[src/rtl/core/source_char_canonicalizer_top_defines.svh]
// Assertion helpers for the source character canonicalizer.
`ifndef SOURCE_CHAR_CANONICALIZER_TOP_DEFINES_SVH
`define SOURCE_CHAR_CANONICALIZER_TOP_DEFINES_SVH

`ifndef SYNTHESIS

// Same-cycle implication.
`define SCC_ASSERT_IMPLY(label, clk, rst, ante, cons) \
   label: assert property (@(posedge clk) disable iff (rst) (ante) |-> (cons)) \
      else $error("scc check failed");

// Next-cycle implication.
`define SCC_ASSERT_NEXT(label, clk, rst, ante, cons) \
   label: assert property (@(posedge clk) disable iff (rst) (ante) |=> (cons)) \
      else $error("scc check failed");

`else

`define SCC_ASSERT_IMPLY(label, clk, rst, ante, cons)

`define SCC_ASSERT_NEXT(label, clk, rst, ante, cons)

`endif

`endif

[src/rtl/core/scc_pkg.sv]
package scc_pkg;

   localparam int POSITION_BITS_DEFAULT = 16;
   localparam int OUT_POS_BITS          = 16;
   localparam int MAX_RESULTS           = 2;
   localparam int CNT_BITS              = $clog2(MAX_RESULTS + 1);

   localparam logic [7:0] CH_NL = 8'h0A;
   localparam logic [7:0] CH_CR = 8'h0D;
   localparam logic [7:0] CH_BS = 8'h5C;

   typedef struct packed {
      logic bs_pend;
      logic after_cr;
      logic last_nl;
   } flags_type;

   typedef struct packed {
      logic [7:0]              char_out;
      logic                    is_end;
      logic [OUT_POS_BITS-1:0] line_number;
      logic [OUT_POS_BITS-1:0] column_number;
      logic                    last_of_run;
   } result_type;

   typedef struct packed {
      logic [CNT_BITS-1:0] cnt;
      result_type          r0;
      result_type          r1;
   } step_res_type;

   function automatic result_type mk_res(input logic [7:0] ch, input logic is_end,
                                         input logic [OUT_POS_BITS-1:0] line,
                                         input logic [OUT_POS_BITS-1:0] col,
                                         input logic last);
      result_type r;
      r.char_out      = ch;
      r.is_end        = is_end;
      r.line_number   = line;
      r.column_number = col;
      r.last_of_run   = last;
      return r;
   endfunction

endpackage

[src/rtl/core/scc_step.sv]
module scc_step #(
   parameter int POSITION_BITS = scc_pkg::POSITION_BITS_DEFAULT
) (
   input  logic [7:0]               byte_in,
   input  logic                     end_in,
   input  scc_pkg::flags_type       flags,
   input  logic [POSITION_BITS-1:0] line_cnt,
   input  logic [POSITION_BITS-1:0] col_cnt,
   output scc_pkg::step_res_type    res,
   output scc_pkg::flags_type       flags_next,
   output logic [POSITION_BITS-1:0] line_next,
   output logic [POSITION_BITS-1:0] col_next
);

   localparam int EXT_BITS = (POSITION_BITS > scc_pkg::OUT_POS_BITS) ?
                             POSITION_BITS : scc_pkg::OUT_POS_BITS;

   logic [7:0]               ch;
   logic                     ch_nl;
   logic                     ch_bs;
   logic [POSITION_BITS-1:0] line_c;
   logic [POSITION_BITS-1:0] col_c;
   logic [EXT_BITS-1:0]      line_old_x;
   logic [EXT_BITS-1:0]      col_old_x;
   logic [EXT_BITS-1:0]      line_new_x;
   logic [EXT_BITS-1:0]      col_new_x;
   logic [scc_pkg::OUT_POS_BITS-1:0] line_old;
   logic [scc_pkg::OUT_POS_BITS-1:0] col_old;
   logic [scc_pkg::OUT_POS_BITS-1:0] line_new;
   logic [scc_pkg::OUT_POS_BITS-1:0] col_new;

   // end marker inserts a newline, CR is canonicalized to newline
   assign ch    = (end_in || byte_in == scc_pkg::CH_CR) ? scc_pkg::CH_NL : byte_in;
   assign ch_nl = (ch == scc_pkg::CH_NL);
   assign ch_bs = (ch == scc_pkg::CH_BS);

   // counters after consuming ch, saturating
   assign line_c = !ch_nl ? line_cnt :
                   (&line_cnt) ? line_cnt : line_cnt + POSITION_BITS'(1);
   assign col_c  = ch_nl ? '0 :
                   (&col_cnt) ? col_cnt : col_cnt + POSITION_BITS'(1);

   assign line_old_x = EXT_BITS'(line_cnt);
   assign col_old_x  = EXT_BITS'(col_cnt);
   assign line_new_x = EXT_BITS'(line_c);
   assign col_new_x  = EXT_BITS'(col_c);
   assign line_old   = line_old_x[scc_pkg::OUT_POS_BITS-1:0];
   assign col_old    = col_old_x[scc_pkg::OUT_POS_BITS-1:0];
   assign line_new   = line_new_x[scc_pkg::OUT_POS_BITS-1:0];
   assign col_new    = col_new_x[scc_pkg::OUT_POS_BITS-1:0];

   always_comb begin
      res        = '0;
      flags_next = flags;
      line_next  = line_cnt;
      col_next   = col_cnt;
      if (end_in) begin
         flags_next = '0;
         line_next  = POSITION_BITS'(1);
         col_next   = '0;
         if (flags.last_nl) begin
            res.cnt = scc_pkg::CNT_BITS'(1);
            res.r0  = scc_pkg::mk_res('0, 1'b1, line_old, col_old, 1'b1);
         end else if (flags.bs_pend) begin
            // trailing backslash splices with the inserted newline
            res.cnt = scc_pkg::CNT_BITS'(1);
            res.r0  = scc_pkg::mk_res('0, 1'b1, line_new, col_new, 1'b1);
         end else begin
            res.cnt = scc_pkg::CNT_BITS'(2);
            res.r0  = scc_pkg::mk_res(scc_pkg::CH_NL, 1'b0, line_new, col_new, 1'b0);
            res.r1  = scc_pkg::mk_res('0, 1'b1, line_new, col_new, 1'b1);
         end
      end else if (flags.after_cr && byte_in == scc_pkg::CH_NL) begin
         // LF of a CR LF pair is dropped
         flags_next.after_cr = 1'b0;
      end else begin
         flags_next.after_cr = (byte_in == scc_pkg::CH_CR);
         flags_next.last_nl  = ch_nl;
         line_next           = line_c;
         col_next            = col_c;
         if (flags.bs_pend) begin
            if (ch_nl) begin
               flags_next.bs_pend = 1'b0;
            end else begin
               res.r0 = scc_pkg::mk_res(scc_pkg::CH_BS, 1'b0, line_old, col_old, ch_bs);
               if (ch_bs) begin
                  res.cnt = scc_pkg::CNT_BITS'(1);
               end else begin
                  res.cnt            = scc_pkg::CNT_BITS'(2);
                  res.r1             = scc_pkg::mk_res(ch, 1'b0, line_new, col_new, 1'b1);
                  flags_next.bs_pend = 1'b0;
               end
            end
         end else if (ch_bs) begin
            flags_next.bs_pend = 1'b1;
         end else begin
            res.cnt = scc_pkg::CNT_BITS'(1);
            res.r0  = scc_pkg::mk_res(ch, 1'b0, line_new, col_new, 1'b1);
         end
      end
   end

endmodule

[src/rtl/core/scc_rsp_buf.sv]
module scc_rsp_buf (
   input  logic                  clock,
   input  logic                  reset,
   input  logic                  load,
   input  scc_pkg::step_res_type load_res,
   output logic                  free,
   output logic                  rsp_valid,
   input  logic                  rsp_stall,
   output scc_pkg::result_type   rsp_res
);

   logic [scc_pkg::CNT_BITS-1:0] cnt_ff;
   logic [scc_pkg::CNT_BITS-1:0] cnt_in;
   logic                         pos_ff;
   logic                         pos_in;
   scc_pkg::result_type          r0_ff;
   scc_pkg::result_type          r0_in;
   scc_pkg::result_type          r1_ff;
   scc_pkg::result_type          r1_in;
   logic                         rsp_accept;

   assign rsp_valid  = (cnt_ff != '0);
   assign rsp_res    = pos_ff ? r1_ff : r0_ff;
   assign rsp_accept = rsp_valid && !rsp_stall;
   // room for a new request once the last held result leaves
   assign free       = (cnt_ff == '0) ||
                       (cnt_ff == scc_pkg::CNT_BITS'(1) && rsp_accept);

   always_comb begin
      cnt_in = cnt_ff;
      pos_in = pos_ff;
      r0_in  = r0_ff;
      r1_in  = r1_ff;
      if (load) begin
         cnt_in = load_res.cnt;
         pos_in = 1'b0;
         r0_in  = load_res.r0;
         r1_in  = load_res.r1;
      end else if (rsp_accept) begin
         cnt_in = cnt_ff - scc_pkg::CNT_BITS'(1);
         pos_in = 1'b1;
      end
   end

   always_ff @(posedge clock) begin
      if (reset) begin
         cnt_ff <= '0;
         pos_ff <= 1'b0;
      end else begin
         cnt_ff <= cnt_in;
         pos_ff <= pos_in;
      end
      r0_ff <= r0_in;
      r1_ff <= r1_in;
   end

endmodule

[src/rtl/core/source_char_canonicalizer_top.sv]
// Channel   Dir  Signals                                         Accepted when
// req       in   req_valid req_stall req_byte_in req_end_of_input  valid && !stall
// rsp       out  rsp_valid rsp_stall rsp_char_out rsp_is_end ...   valid && !stall
//
// One request enters per cycle while req_stall is low; it is decoded from the input register
// into the result register once that register is free, and its first result is presented there.
// A request yields zero, one or two results; after a two-result request the next
// request waits in the input register while the result register drains.
// Synchronous active-high reset clears flags, sets line to 1 and column to 0.
// rsp_stall backs up into req_stall once the result register and input register are full.
`include "source_char_canonicalizer_top_defines.svh"

module source_char_canonicalizer_top #(
   parameter int POSITION_BITS = scc_pkg::POSITION_BITS_DEFAULT
) (
   input  logic                             clock,
   input  logic                             reset,
   input  logic                             req_valid,
   output logic                             req_stall,
   input  logic [7:0]                       req_byte_in,
   input  logic                             req_end_of_input,
   output logic                             rsp_valid,
   input  logic                             rsp_stall,
   output logic [7:0]                       rsp_char_out,
   output logic                             rsp_is_end,
   output logic [scc_pkg::OUT_POS_BITS-1:0] rsp_line_number,
   output logic [scc_pkg::OUT_POS_BITS-1:0] rsp_column_number,
   output logic                             rsp_last_of_run
);

   logic                     in_valid_ff;
   logic                     in_valid_in;
   logic [7:0]               in_byte_ff;
   logic                     in_end_ff;
   scc_pkg::flags_type       flags_ff;
   scc_pkg::flags_type       flags_in;
   logic [POSITION_BITS-1:0] line_ff;
   logic [POSITION_BITS-1:0] line_in;
   logic [POSITION_BITS-1:0] col_ff;
   logic [POSITION_BITS-1:0] col_in;
   scc_pkg::step_res_type    step_res;
   scc_pkg::flags_type       step_flags;
   logic [POSITION_BITS-1:0] step_line;
   logic [POSITION_BITS-1:0] step_col;
   scc_pkg::result_type      rsp_res;
   logic                     buf_free;
   logic                     advance;
   logic                     req_accept;

   assign advance    = in_valid_ff && buf_free;
   assign req_stall  = in_valid_ff && !buf_free;
   assign req_accept = req_valid && !req_stall;

   scc_step #(.POSITION_BITS(POSITION_BITS)) u_step (
      .byte_in    (in_byte_ff),
      .end_in     (in_end_ff),
      .flags      (flags_ff),
      .line_cnt   (line_ff),
      .col_cnt    (col_ff),
      .res        (step_res),
      .flags_next (step_flags),
      .line_next  (step_line),
      .col_next   (step_col)
   );

   scc_rsp_buf u_rsp_buf (
      .clock     (clock),
      .reset     (reset),
      .load      (advance),
      .load_res  (step_res),
      .free      (buf_free),
      .rsp_valid (rsp_valid),
      .rsp_stall (rsp_stall),
      .rsp_res   (rsp_res)
   );

   assign rsp_char_out      = rsp_res.char_out;
   assign rsp_is_end        = rsp_res.is_end;
   assign rsp_line_number   = rsp_res.line_number;
   assign rsp_column_number = rsp_res.column_number;
   assign rsp_last_of_run   = rsp_res.last_of_run;

   assign in_valid_in = req_accept ? 1'b1 : (advance ? 1'b0 : in_valid_ff);
   assign flags_in    = advance ? step_flags : flags_ff;
   assign line_in     = advance ? step_line : line_ff;
   assign col_in      = advance ? step_col : col_ff;

   always_ff @(posedge clock) begin
      if (reset) begin
         in_valid_ff <= 1'b0;
         flags_ff    <= '0;
         line_ff     <= POSITION_BITS'(1);
         col_ff      <= '0;
      end else begin
         in_valid_ff <= in_valid_in;
         flags_ff    <= flags_in;
         line_ff     <= line_in;
         col_ff      <= col_in;
      end
      if (req_accept) begin
         in_byte_ff <= req_byte_in;
         in_end_ff  <= req_end_of_input;
      end
   end

   `SCC_ASSERT_IMPLY(a_end_is_last, clock, reset, rsp_valid && rsp_is_end, rsp_last_of_run)
   `SCC_ASSERT_NEXT(a_nonlast_followed, clock, reset, rsp_valid && !rsp_last_of_run, rsp_valid)
   `SCC_ASSERT_NEXT(a_end_resets_state, clock, reset, advance && in_end_ff,
      (flags_ff == '0) && (line_ff == POSITION_BITS'(1)) && (col_ff == '0))

endmodule

[config.mk]
export PLATFORM = sky130hd
export DESIGN_NAME = source_char_canonicalizer_top
export DESIGN_NICKNAME = d
export VERILOG_FILES = /design/src/rtl/core/scc_pkg.sv /design/src/rtl/core/scc_step.sv /design/src/rtl/core/scc_rsp_buf.sv /design/src/rtl/core/source_char_canonicalizer_top.sv
export VERILOG_INCLUDE_DIRS = /design/src /design/src/rtl/core
export SDC_FILE = /design/constraint.sdc
export NUM_CORES = 1
export LEC_CHECK = 0
export CAP_MARGIN = 10
export CORE_MARGIN = 3
export CORE_UTILIZATION = 45
export CTS_CLUSTER_DIAMETER = 120
export DETAILED_ROUTE_END_ITERATION = 7
export DONT_BUFFER_PORTS = 1
export PLACE_DENSITY = 0.68
export SYNTH_ARGS = -nofsm -noshare
export SYNTH_HDL_FRONTEND = slang
export SYNTH_SLANG_ARGS = --single-unit
[constraint.sdc]
create_clock -name clock -period 4.8 [get_ports clock]
set_input_delay 0 -clock clock [delete_from_list [all_inputs] [get_ports clock]]
set_output_delay 0 -clock clock [all_outputs]
set_load 0.05 [all_outputs]
# ---- Word-level counts from Yosys, hierarchy flattened
# Index checks and enable logic that the tools add are counted.
dict set report totals {
  reg_bits 132
  inputBits 13
  output_inout_bits 44
  elab_cells 81
}
dict set report classes {
  addsub 3
  n_eq_ne 6
  n_mux 33
  reduce_logical 19
}
# cell n
set ops {}
lappend ops {{86-bit two-way mux} 3}
lappend ops {{42-bit two-way mux} 4}
lappend ops {{44-bit two-way mux} 3}
lappend ops {{16-bit two-way mux} 8}
lappend ops {{43-bit two-way mux} 1}
lappend ops {{34-bit two-way mux} 1}
lappend ops {{16-bit by 1-bit adder with 16-bit output (second input constant)} 2}
lappend ops {{16-bit AND reduction} 2}
lappend ops {{8-bit by 4-bit == test with 1-bit output (second input constant)} 3}
lappend ops {{8-bit by 7-bit == test with 1-bit output (second input constant)} 1}
lappend ops {{1-bit two-way mux} 8}
lappend ops {{8-bit two-way mux} 1}
lappend ops {{1-bit logical AND} 6}
lappend ops {{2-bit two-way mux} 3}
lappend ops {{2-bit nonzero test} 3}
lappend ops {{1-bit zero test} 3}
lappend ops {{3-bit two-way mux} 1}
lappend ops {{2-bit by 1-bit == test with 1-bit output (second input constant)} 1}
lappend ops {{2-bit zero test} 1}
lappend ops {{1-bit logical OR} 2}
lappend ops {{2-bit inequality test (second input constant)} 1}
lappend ops {{2-bit AND reduction} 1}
lappend ops {{2-bit OR reduction} 1}
lappend ops {{2-bit by 1-bit subtractor with 2-bit output (second input constant)} 1}

# ---- Logic depth before layout (Yosys ltp)
# Gate-level depths: netlist of the first run.
dict set report logic_depth {
  depth_word 11
  ltp_mapped 9
}

# ---- Hierarchy
# Synthesis of the first run repeated with hierarchy kept, for this count alone.
dict set report unflattened {
  hier_cells 833
  area_unflattened_um2 7957.6
}
# module instances cells_per_inst area_each_um2 seq_area_each_um2
set modules_own_cells {}
lappend modules_own_cells {scc_rsp_buf 1 152 3194.3 2582.5}
lappend modules_own_cells {scc_step 1 507 2850.2 0.0}
lappend modules_own_cells {source_char_canonicalizer_top 1 174 1913.1 991.0}

# ---- Worst setup path before layout of the first run
# OpenSTA, ideal clock, no wires.
dict set report synth_timing {
  path_kind {register to register}
  start {reg u_rsp_buf.cnt_ff[1] in the netlist's numbering}
  end {reg col_ff[1]}
  setup_time_ps 92
  arrival_time_ps 4092
  t_required_ps 4708
  path_slack_ps 616
  path_stages_with_launch 10
  path_cell_list {dfxtp_1 > inv_1 > ha_1 > nor2b_1 > o21ai_1 > clkinv_1 > a21oi_1 > clkbuf_1 > a21oi_1 > o32ai_1}
}
dict set report synth_via {
  elab_chain_cells 6
  elab_cells_between_ends 8
}
# item line_no
set synth_rtl {}
lappend synth_rtl {{start, declared} scc_rsp_buf.sv:12} ;# logic [scc_pkg::CNT_BITS-1:0] cnt_ff;
lappend synth_rtl {{start signal, assigned} scc_rsp_buf.sv:50} ;# cnt_ff <= cnt_in;
lappend synth_rtl {{2-bit nonzero test} scc_rsp_buf.sv:22} ;# assign rsp_valid = (cnt_ff != '0);
lappend synth_rtl {{1-bit logical AND} scc_rsp_buf.sv:24} ;# assign rsp_accept = rsp_valid && !rsp_stall;
lappend synth_rtl {{1-bit logical AND} scc_rsp_buf.sv:27} ;# (cnt_ff == scc_pkg::CNT_BITS'(1) && rsp_accept);
lappend synth_rtl {{1-bit logical OR *} scc_rsp_buf.sv:26} ;# assign free = (cnt_ff == '0) ||
lappend synth_rtl {{1-bit logical AND *} source_char_canonicalizer_top.sv:50} ;# assign advance = in_valid_ff && buf_free;
lappend synth_rtl {{net advance} source_char_canonicalizer_top.sv:47} ;# logic advance;
lappend synth_rtl {{2-bit AND reduction (no source line) *} -}
lappend synth_rtl {{end signal, assigned} source_char_canonicalizer_top.sv:98} ;# col_ff <= col_in;
lappend synth_rtl {{end, declared} source_char_canonicalizer_top.sv:39} ;# logic [POSITION_BITS-1:0] col_ff;
# The timed path passes the listed nets; every way through them passes the cells marked *.
# A chain may end at the register's enable or synchronous reset.

==> impl_results.md, run 1 <==
- CP Launch Type: flip-flop
- Worst R2R Setup Slack: 1.48 ns
- Post-synth top flop: edfxtp_1
- Clock root cell: clkbuf_16
- Yosys top cell by area: edfxtp_1
- Post-synth EDFFs: 93
- Core Region: 15400 um2
- Psw: 1.06 mW
- Post-Layout Cell Count: 925
- Tot GR Track Use: 20.5%
- Die area: 17600 um2
- Fmax: 0.301 GHz
- Initial antenna violation count: 0
- Synth-to-Final Area Change: 10.5%
- Final TNS setup: 0 ns
- Combinational share of power: 20.4%
- Worst Reg-to-Reg Cells: 5
- Reg clk slew, reported paths: 0.06 ns
- Detailed Route Iter0 Violations: 645
- Mapped cell area: 7200 um2
- Largest cells by area after synthesis: edfxtp_1 39%, dfxtp_1 11%, mux2_2 6.6%, a21oi_1 5.6%, nand2_1 2.8%
- Worst Setup End Kind: flip-flop
- Hold path depth: 1
- Per-cell routed wire length: 19.4 um
- Post-Place Worst Slack: 1.54 ns
- Measured slew at the worst slew-check pin: 1.28 ns
- Final Hold Vio Count: 0
- Routed wire length: 18.0 mm
- Crit path DAT: 3.44 ns
- Final Cell Area: 7960 um2
- Number of global-route vias before repair: 5482
- Cts bufs inserted: 17
- Placed cells: 881
- Setup WS post-layout: 1.48 ns
- Post-Syn Nets: 737
- RR Startpoint: in_byte_ff[0]$_DFFE_PP_
- Clk pwr share: 36.8%
- FP Rows: 45
- Fraction of layout instances using a drive strength above 1: 14.0%
- Syn avg cell area: 10.0 um2
- I/O pin count: 57
- Hold Path Class: in -> reg
- Max Cap Viol: 0
- CP max FO: 11
- Setup violators final: 0
- Hold_sp: req_valid
- Vias per cell: 6.20
- Pwr dens: 414 nW/um2
- Routed Antenna Nets: 0
- Sequential-to-total area share from yosys stat: 49.6%
- DRC Markers: 0
- Nets: 718
- Via count: 5738
- Pin count of the biggest net entering global routing: 90
- Status: finished clean
- FF-to-FF End: u_rsp_buf.r0_ff[27]$_DFFE_PP_
- Post-CTS sizing: 0
- Sw Share: 32.1%
- First-pass GRT wire length: 28.9 mm
- RSZ-0062 raised after global routing: no
- Area of placed instances: 7290 um2
- CTS tree: yes
- Die Height: 133 um
- Later-pin clock latency in the skew report: 0.42 ns
- VDD IR-drop max: 303 uV
- Post-layout min period: 3.32 ns
- End of the worst hold path: in_byte_ff[5]$_DFFE_PP_
- WS Path Type: reg -> reg
- Global placement routability congestion: 0.927
- LEAKAGE: 2.59 nW
- Clock Sinks: 132
- Mapped Cells: 720
- Flop and latch count out of synthesis: 132
- Antenna Cells: 0
- Top-area cell type share of the netlist area: 38.8%
- Grt ovf: 0
- Starting Density: 46.7%
- Detailed Place HPWL: 11.9 mm
- Clock Path Buffers: 2
- Pins Over Slew Limit: 0
- Slew HR: 14.3%
- Sequential Power Share: 42.8%
- Distinct cells, synth: 73
- Int Pwr: 2.24 mW
- Synth warn: 0
- Async set-reset flop share out of synthesis: 0%
- DRT Pass-1 Iters: 5
- Clk_skew: 0.00977 ns
- Final period util: 69.2%
- I/O Buffers: 0
- Critical path required time: 4.92 ns
- H-tree levels: 4
- Die X: 133 um
## cell usage in the layout (no fill, tap or decap), types with 7 or more instances in the layout
master          n
a21o_1          7
a21oi_1        80
a31oi_1        30
and2_1         13
buf_4          10
clkbuf_16      18
clkinv_2        7
dfxtp_1        38
dlygate4sd3_1  12
edfxtp_1       93
inv_1          19
mux2_2         42
mux2i_1        12
nand2_1        54
nand3_1        24
nand4_1         8
nor2_1         51
nor3_1         14
nor4_1          8
o21ai_0        40
xnor2_1         7
## critical path, cell delays in order, from the launching register on
cell	delay [ns]
edfxtp_1	0.48
or3b_4	0.45
a2111oi_4	0.66
nor2_1	0.40
a21oi_1	0.83
a31oi_1	0.20
## layout make-up
cell class	instances	area (um2)
Tap cell	211	264
Clock buffer	22	465
Timing Repair Buffer	22	195
Clock inverter	10	83.8
Multi-Input combinational cell	508	3300
Sequential cell	132	3570
Fill cell	1358	7470
Inverter	20	76.3
## metrics by stage
stage / power [mW] / util (%) / hold WS, ns
6_report: 3.30 / 51.6 / 0.0835
4_1_cts: 3.32 / 51.6 / 0.0825
3_5_place_dp: 2.10 / 47.3 / 0.0769
3_3_place_gp: 2.09 / 47.3 / 0.0741
5_1_grt: 3.42 / 51.6 / 0.0912
2_1_floorplan: 1.99 / - / 0.0989
## registers in the layout, indices dropped and copies added (netlist names)
signal,flops
u_rsp_buf.pos_ff,1
u_rsp_buf.r1_ff,42
col_ff,16
u_rsp_buf.r0_ff,42
in_valid_ff,1
in_byte_ff,8
line_ff,16
in_end_ff,1
flags_ff,3
u_rsp_buf.cnt_ff,2
## worst max path at each step
stage / start / to / slack (ns) / depth (start not counted)
4_1_cts: u_rsp_buf.cnt_ff[0]$_SDFFE_PP0P_ / col_ff[5]$_SDFFE_PP0P_ / 1.54 / 8
3_3_place_gp: in_byte_ff[0]$_DFFE_PP_ / u_rsp_buf.r0_ff[25]$_DFFE_PP_ / 1.68 / 5
2_1_floorplan: u_rsp_buf.cnt_ff[1]$_SDFFE_PP0P_ / col_ff[1]$_SDFFE_PP0P_ / 0.62 / 9
6_report: in_byte_ff[0]$_DFFE_PP_ / u_rsp_buf.r0_ff[27]$_DFFE_PP_ / 1.48 / 5
3_5_place_dp: u_rsp_buf.cnt_ff[0]$_SDFFE_PP0P_ / col_ff[5]$_SDFFE_PP0P_ / 1.54 / 8
5_1_grt: u_rsp_buf.cnt_ff[0]$_SDFFE_PP0P_ / col_ff[5]$_SDFFE_PP0P_ / 1.20 / 8
## logic make-up after synthesis
logic type | share of synthesized area, %
compound gates | 20.6
xor+xnor | 1.22
fa+ha+maj | 0.695
buf+inv | 4.55
flops | 49.6
mux | 8.23
simple gates | 15.1
## synthesized netlist by cell type (4+ instances only)
master     instances
and3_1             4
nand3_1           24
o21ai_0           40
a21o_1             7
o211ai_1           6
a211oi_1           5
mux2_2            42
a21oi_1           80
dfxtp_1           39
nand3b_1           4
o2bb2ai_1          4
and4_1             4
nor3_1            14
nor4_1             8
nand4_1            8
ha_1               4
clkbuf_1          44
o21ai_1            6
a31o_2             4
a31oi_1           30
mux2i_1           12
edfxtp_1          93
nand2_1           54
and2_1            13
o2111ai_1          4
nand4b_1           4
xnor2_1            7
nor2_1            51
buf_2              8
o22ai_1            6
inv_1             19
## layer usage
| metal | up-vias | global-route usage, % | wire, um | share of wire (%) |
|---|---|---|---|---|
| met5 | - | 0 | 0 | 0 |
| met4 | 0 | 6.81 | 350 | 1.9 |
| met3 | 28 | 5.51 | 1170 | 6.5 |
| met2 | 231 | 33.7 | 8720 | 49 |
| met1 | 2783 | 26.3 | 7700 | 43 |
| li1 | 2696 | - | - | - |
## timing repair
action / in CTS / in global routing
hold buffers: 12 / 0
endpoints found under the setup margin: 0 / 0
buffers inserted: 0 / 0
hold endpoints to repair: 25 / 0
## power groups by stage
stage	Sequential [mW]	Clock, mW	Combinational [mW]
final	1.41	1.21	0.673
after global routing	1.43	1.28	0.714
after CTS	1.41	1.23	0.676
after detailed placement	1.44	0	0.663
after global placement	1.43	0	0.655
after floorplan	1.40	0	0.598
Note: power is estimated with default switching activity, not from simulation.
==> inputs of run 2 (changes only) <==
Settings changed: ABC_AREA set to 1.
Clock period 4.8 ns to 3.3 ns, I/O delays scaled along.
==> run 2 against run 1 <==
  * Non-clock buffer count grew 4
  * Synthesized cell count grew 16%
  * First-iteration DRC count fell by 27%
  * Total power grew 77%
  * Fmax up 28%
  * Largest power group unchanged
  * Hold slack better by 0.10 ns
  * Area after synthesis up 1.2%
  * Utilization grew 0.96 points
  * Routed wire length fell by 2.0%
  * Register-to-register slack lost 0.77 ns
==> impl_results.md, run 2 <==
- CTS tree: yes
- Post-CTS sizing: 0 (unchanged)
- RSZ-0062 raised after global routing: no
- Pin count of the biggest net entering global routing: 50 (-44%)
- Flop and latch count out of synthesis: 132 (unchanged)
- Crit path DAT: 2.96 ns (-0.48 ns)
- Die X: 133 um (+0.55%)
- Post-synth EDFFs: 93 (unchanged)
- VDD IR-drop max: 418 uV (+38%)
- CP max FO: 21 (+10)
- Reg clk slew, reported paths: 0.06 ns (about the same)
- Filler instances: 1454 (+7.1%)
- Final Cell Area: 8170 um2 (+2.6%)
- Tot GR Track Use: 20.2% (-0.32 points)
- Clock root cell: clkbuf_16
- Final period util: 78.5% (+9.3 points)
- Per-cell routed wire length: 16.6 um (-15%)
- Global placement routability congestion: 0.865 (-6.7%)
- Final Hold Vio Count: 0 (unchanged)
- Core Region: 15500 um2 (+0.73%)
- Sequential-to-total area share from yosys stat: 49.0% (-0.57 points)
- Later-pin clock latency in the skew report: 0.42 ns (about the same)
- Area of the multi-input gates: 3190 um2 (-3.5%)
- Routed wire length: 17.6 mm (-2.0%)
- Critical path required time: 3.67 ns (-1.25 ns)
- FP Rows: 45 (unchanged)
- Yosys top cell by area: edfxtp_1
- Setup violators final: 0 (unchanged)
- DRC Markers: 0 (unchanged)
- Via count: 5709 (-0.51%)
- Clk_skew: 0.00869 ns (-0.00108 ns)
- Synth warn: 0 (unchanged)
- Post-synth top flop: edfxtp_1
- Top-area cell type share of the netlist area: 38.3% (-0.45 points)
- Starting Density: 46.9% (+0.20 points)
- Initial antenna violation count: 0 (unchanged)
- Largest cells by area after synthesis: edfxtp_1 38%, dfxtp_1 11%, nand2_1 11%, mux2_2 6.5%, a21oi_1 4.1%
- Post-layout min period: 2.59 ns (-0.730 ns)
- Mapped Cells: 832 (+16%)
- Post-synth top cells: 205 x nand2_1, 93 x edfxtp_1, 75 x nor2_1
- LEAKAGE: 3.00 nW (+16%)
- Max Cap Viol: 0 (unchanged)
- Status: finished clean
- RR Startpoint: in_byte_ff[6]$_DFFE_PP_
- Detailed Route Iter0 Violations: 470 (-27%)
- Slew HR: 56.1% (+42 points)
- Area of placed instances: 7410 um2 (+1.6%)
- Worst Setup End Kind: flip-flop
- I/O pin count: 57 (unchanged)
- Fmax: 0.386 GHz (+28%)
- Commonest cells after routing, fill and taps aside: 205 x nand2_1, 93 x edfxtp_1, 75 x nor2_1
- Routed Antenna Nets: 0 (unchanged)
- Async set-reset flop share out of synthesis: 0% (unchanged)
- Hold Path Class: in -> reg
- Pwr dens: 715 nW/um2 (+73%)
- Post-Syn Nets: 849 (+15%)
- Die Height: 133 um (+0.55%)
- Distinct cells, synth: 44 (-40%)
- Measured slew at the worst slew-check pin: 0.654 ns (-0.623 ns)
- Number of global-route vias before repair: 5529 (+0.86%)
- Die area: 17800 um2 (+1.1%)
- H-tree levels: 4 (unchanged)
- Cell with the most instances after synthesis: nand2_1
- Commonest non-fill, non-tap cell in the layout: nand2_1
- I/O Buffers: 0 (unchanged)
- Worst R2R Setup Slack: 0.71 ns (-0.77 ns)
- Clock Sinks: 132 (unchanged)
- Detailed Place HPWL: 11.6 mm (-2.0%)
- Pins Over Slew Limit: 0 (unchanged)
- Grt ovf: 0 (unchanged)
- CP Launch Type: flip-flop
- Final TNS setup: 0 ns (unchanged)
- First-pass GRT wire length: 28.4 mm (-1.6%)
- Syn avg cell area: 8.76 um2 (-12%)
- CP Launch Point: in_byte_ff[6]$_DFFE_PP_
- DRT Pass-1 Iters: 5 (unchanged)
- Antenna Cells: 0 (unchanged)
- Cts bufs inserted: 17 (unchanged)
- WS Path Type: reg -> reg
- Fraction of layout instances using a drive strength above 1: 15.6% (+1.6 points)
- Mapped cell area: 7290 um2 (+1.2%)
- Hold_sp: rsp_stall
- Top flop regs: u_rsp_buf.r0_ff (42), u_rsp_buf.r1_ff (42)
- Nets: 854 (+19%)
- Register Area: 3570 um2 (unchanged)
- Synth-to-Final Area Change: 12.1%
- Vias per cell: 5.38 (-13%)
- Clock Path Buffers: 2 (unchanged)
-- run 2: changes by cell type after synthesis, moves of 24 or more --
cell | before | now
clkbuf_1 | 44 | 13
nor2_1 | 51 | 75
a31oi_1 | 30 | 2
nand3_1 | 24 | 54
nand2_1 | 54 | 205
inv_1 | 19 | 69
-- run 2: area by class of cell --
class                      instances  share of cell area (%)
inverter                          80                    3.71
clock buffer                      20                    5.35
tap                              211                    3.23
timing repair buffer              26                    2.97
clock inverter                    12                    1.98
multi-input combinational        580                    39.0
sequential                       132                    43.8
-- run 2: repair_timing --
action | 4_1_cts | 5_1_grt
endpoints found under the hold margin | 48 | 0
hold buffers | 15 | 0
endpoints found under the setup margin | 0 | 0
buffers inserted | 0 | 0
-- run 2: path summary, 6_finish.rpt --
check / cells past startpoint / endpoint
worst max-delay path: 9 / col_ff[4]$_SDFFE_PP0P_
worst min-delay path: 6 / flags_ff[1]$_SDFFE_PP0P_
worst max register to register: 9 / col_ff[4]$_SDFFE_PP0P_
worst min register to register: 2 / flags_ff[1]$_SDFFE_PP0P_
-- run 2: where the power goes --
part | leakage, nW | total [mW] | internal (mW) | switching (mW)
clock network | 0.295 | 1.92 | 1.25 | 0.674
registers | 1.20 | 2.21 | 2.10 | 0.112
logic | 1.50 | 1.71 | 0.373 | 1.33
-- run 2: logic make-up (layout without fill, tap and decap cells) --
logic type	after synthesis	after routing	synth area share, %
adders and majority gates	4	4	0.687
xor gates and xnor gates	14	14	1.68
buffers and inverters	120	138	7.23
and+or+nand+nor	389	389	24.2
DFF	132	132	49.0
AOI/OAI and AO/OA	131	131	10.7
muxes	42	42	6.49
-- run 2: routing by layer --
metal / vias up / track usage (%) / part of all wire [%]
met5: - / 0 / 0
met4: 0 / 7.71 / 2.3
met3: 35 / 5.44 / 5.7
met2: 158 / 34.2 / 49
met1: 2686 / 24.6 / 43
li1: 2830 / - / -
-- run 2: worst max-delay path, stage by stage (launching register included) --
cell and delay [ns]:
edfxtp_1 0.48, inv_1 0.09, nand2_1 0.06, nor2_2 0.13, nand3_2 0.14, o21ai_4 0.47
buf_4 0.38, nand2_1 0.11, a21oi_2 0.13, dlygate4sd3_1 0.54
-- run 2: through the flow --
step                      total power [mW]  util, %  hold WS (ns)  setup WS, ns  std cells
final                                 5.84     52.6         0.187         0.710       1061
after CTS                             5.88     52.6         0.164         0.740       1061
after global routing                  6.07     52.6         0.194         0.567       1061
after global placement                3.91     47.7        0.0741         0.888       1014
after floorplan                       3.66        -        0.0989         0.320        832
after detailed placement              3.93     47.7        0.0746         0.834       1014
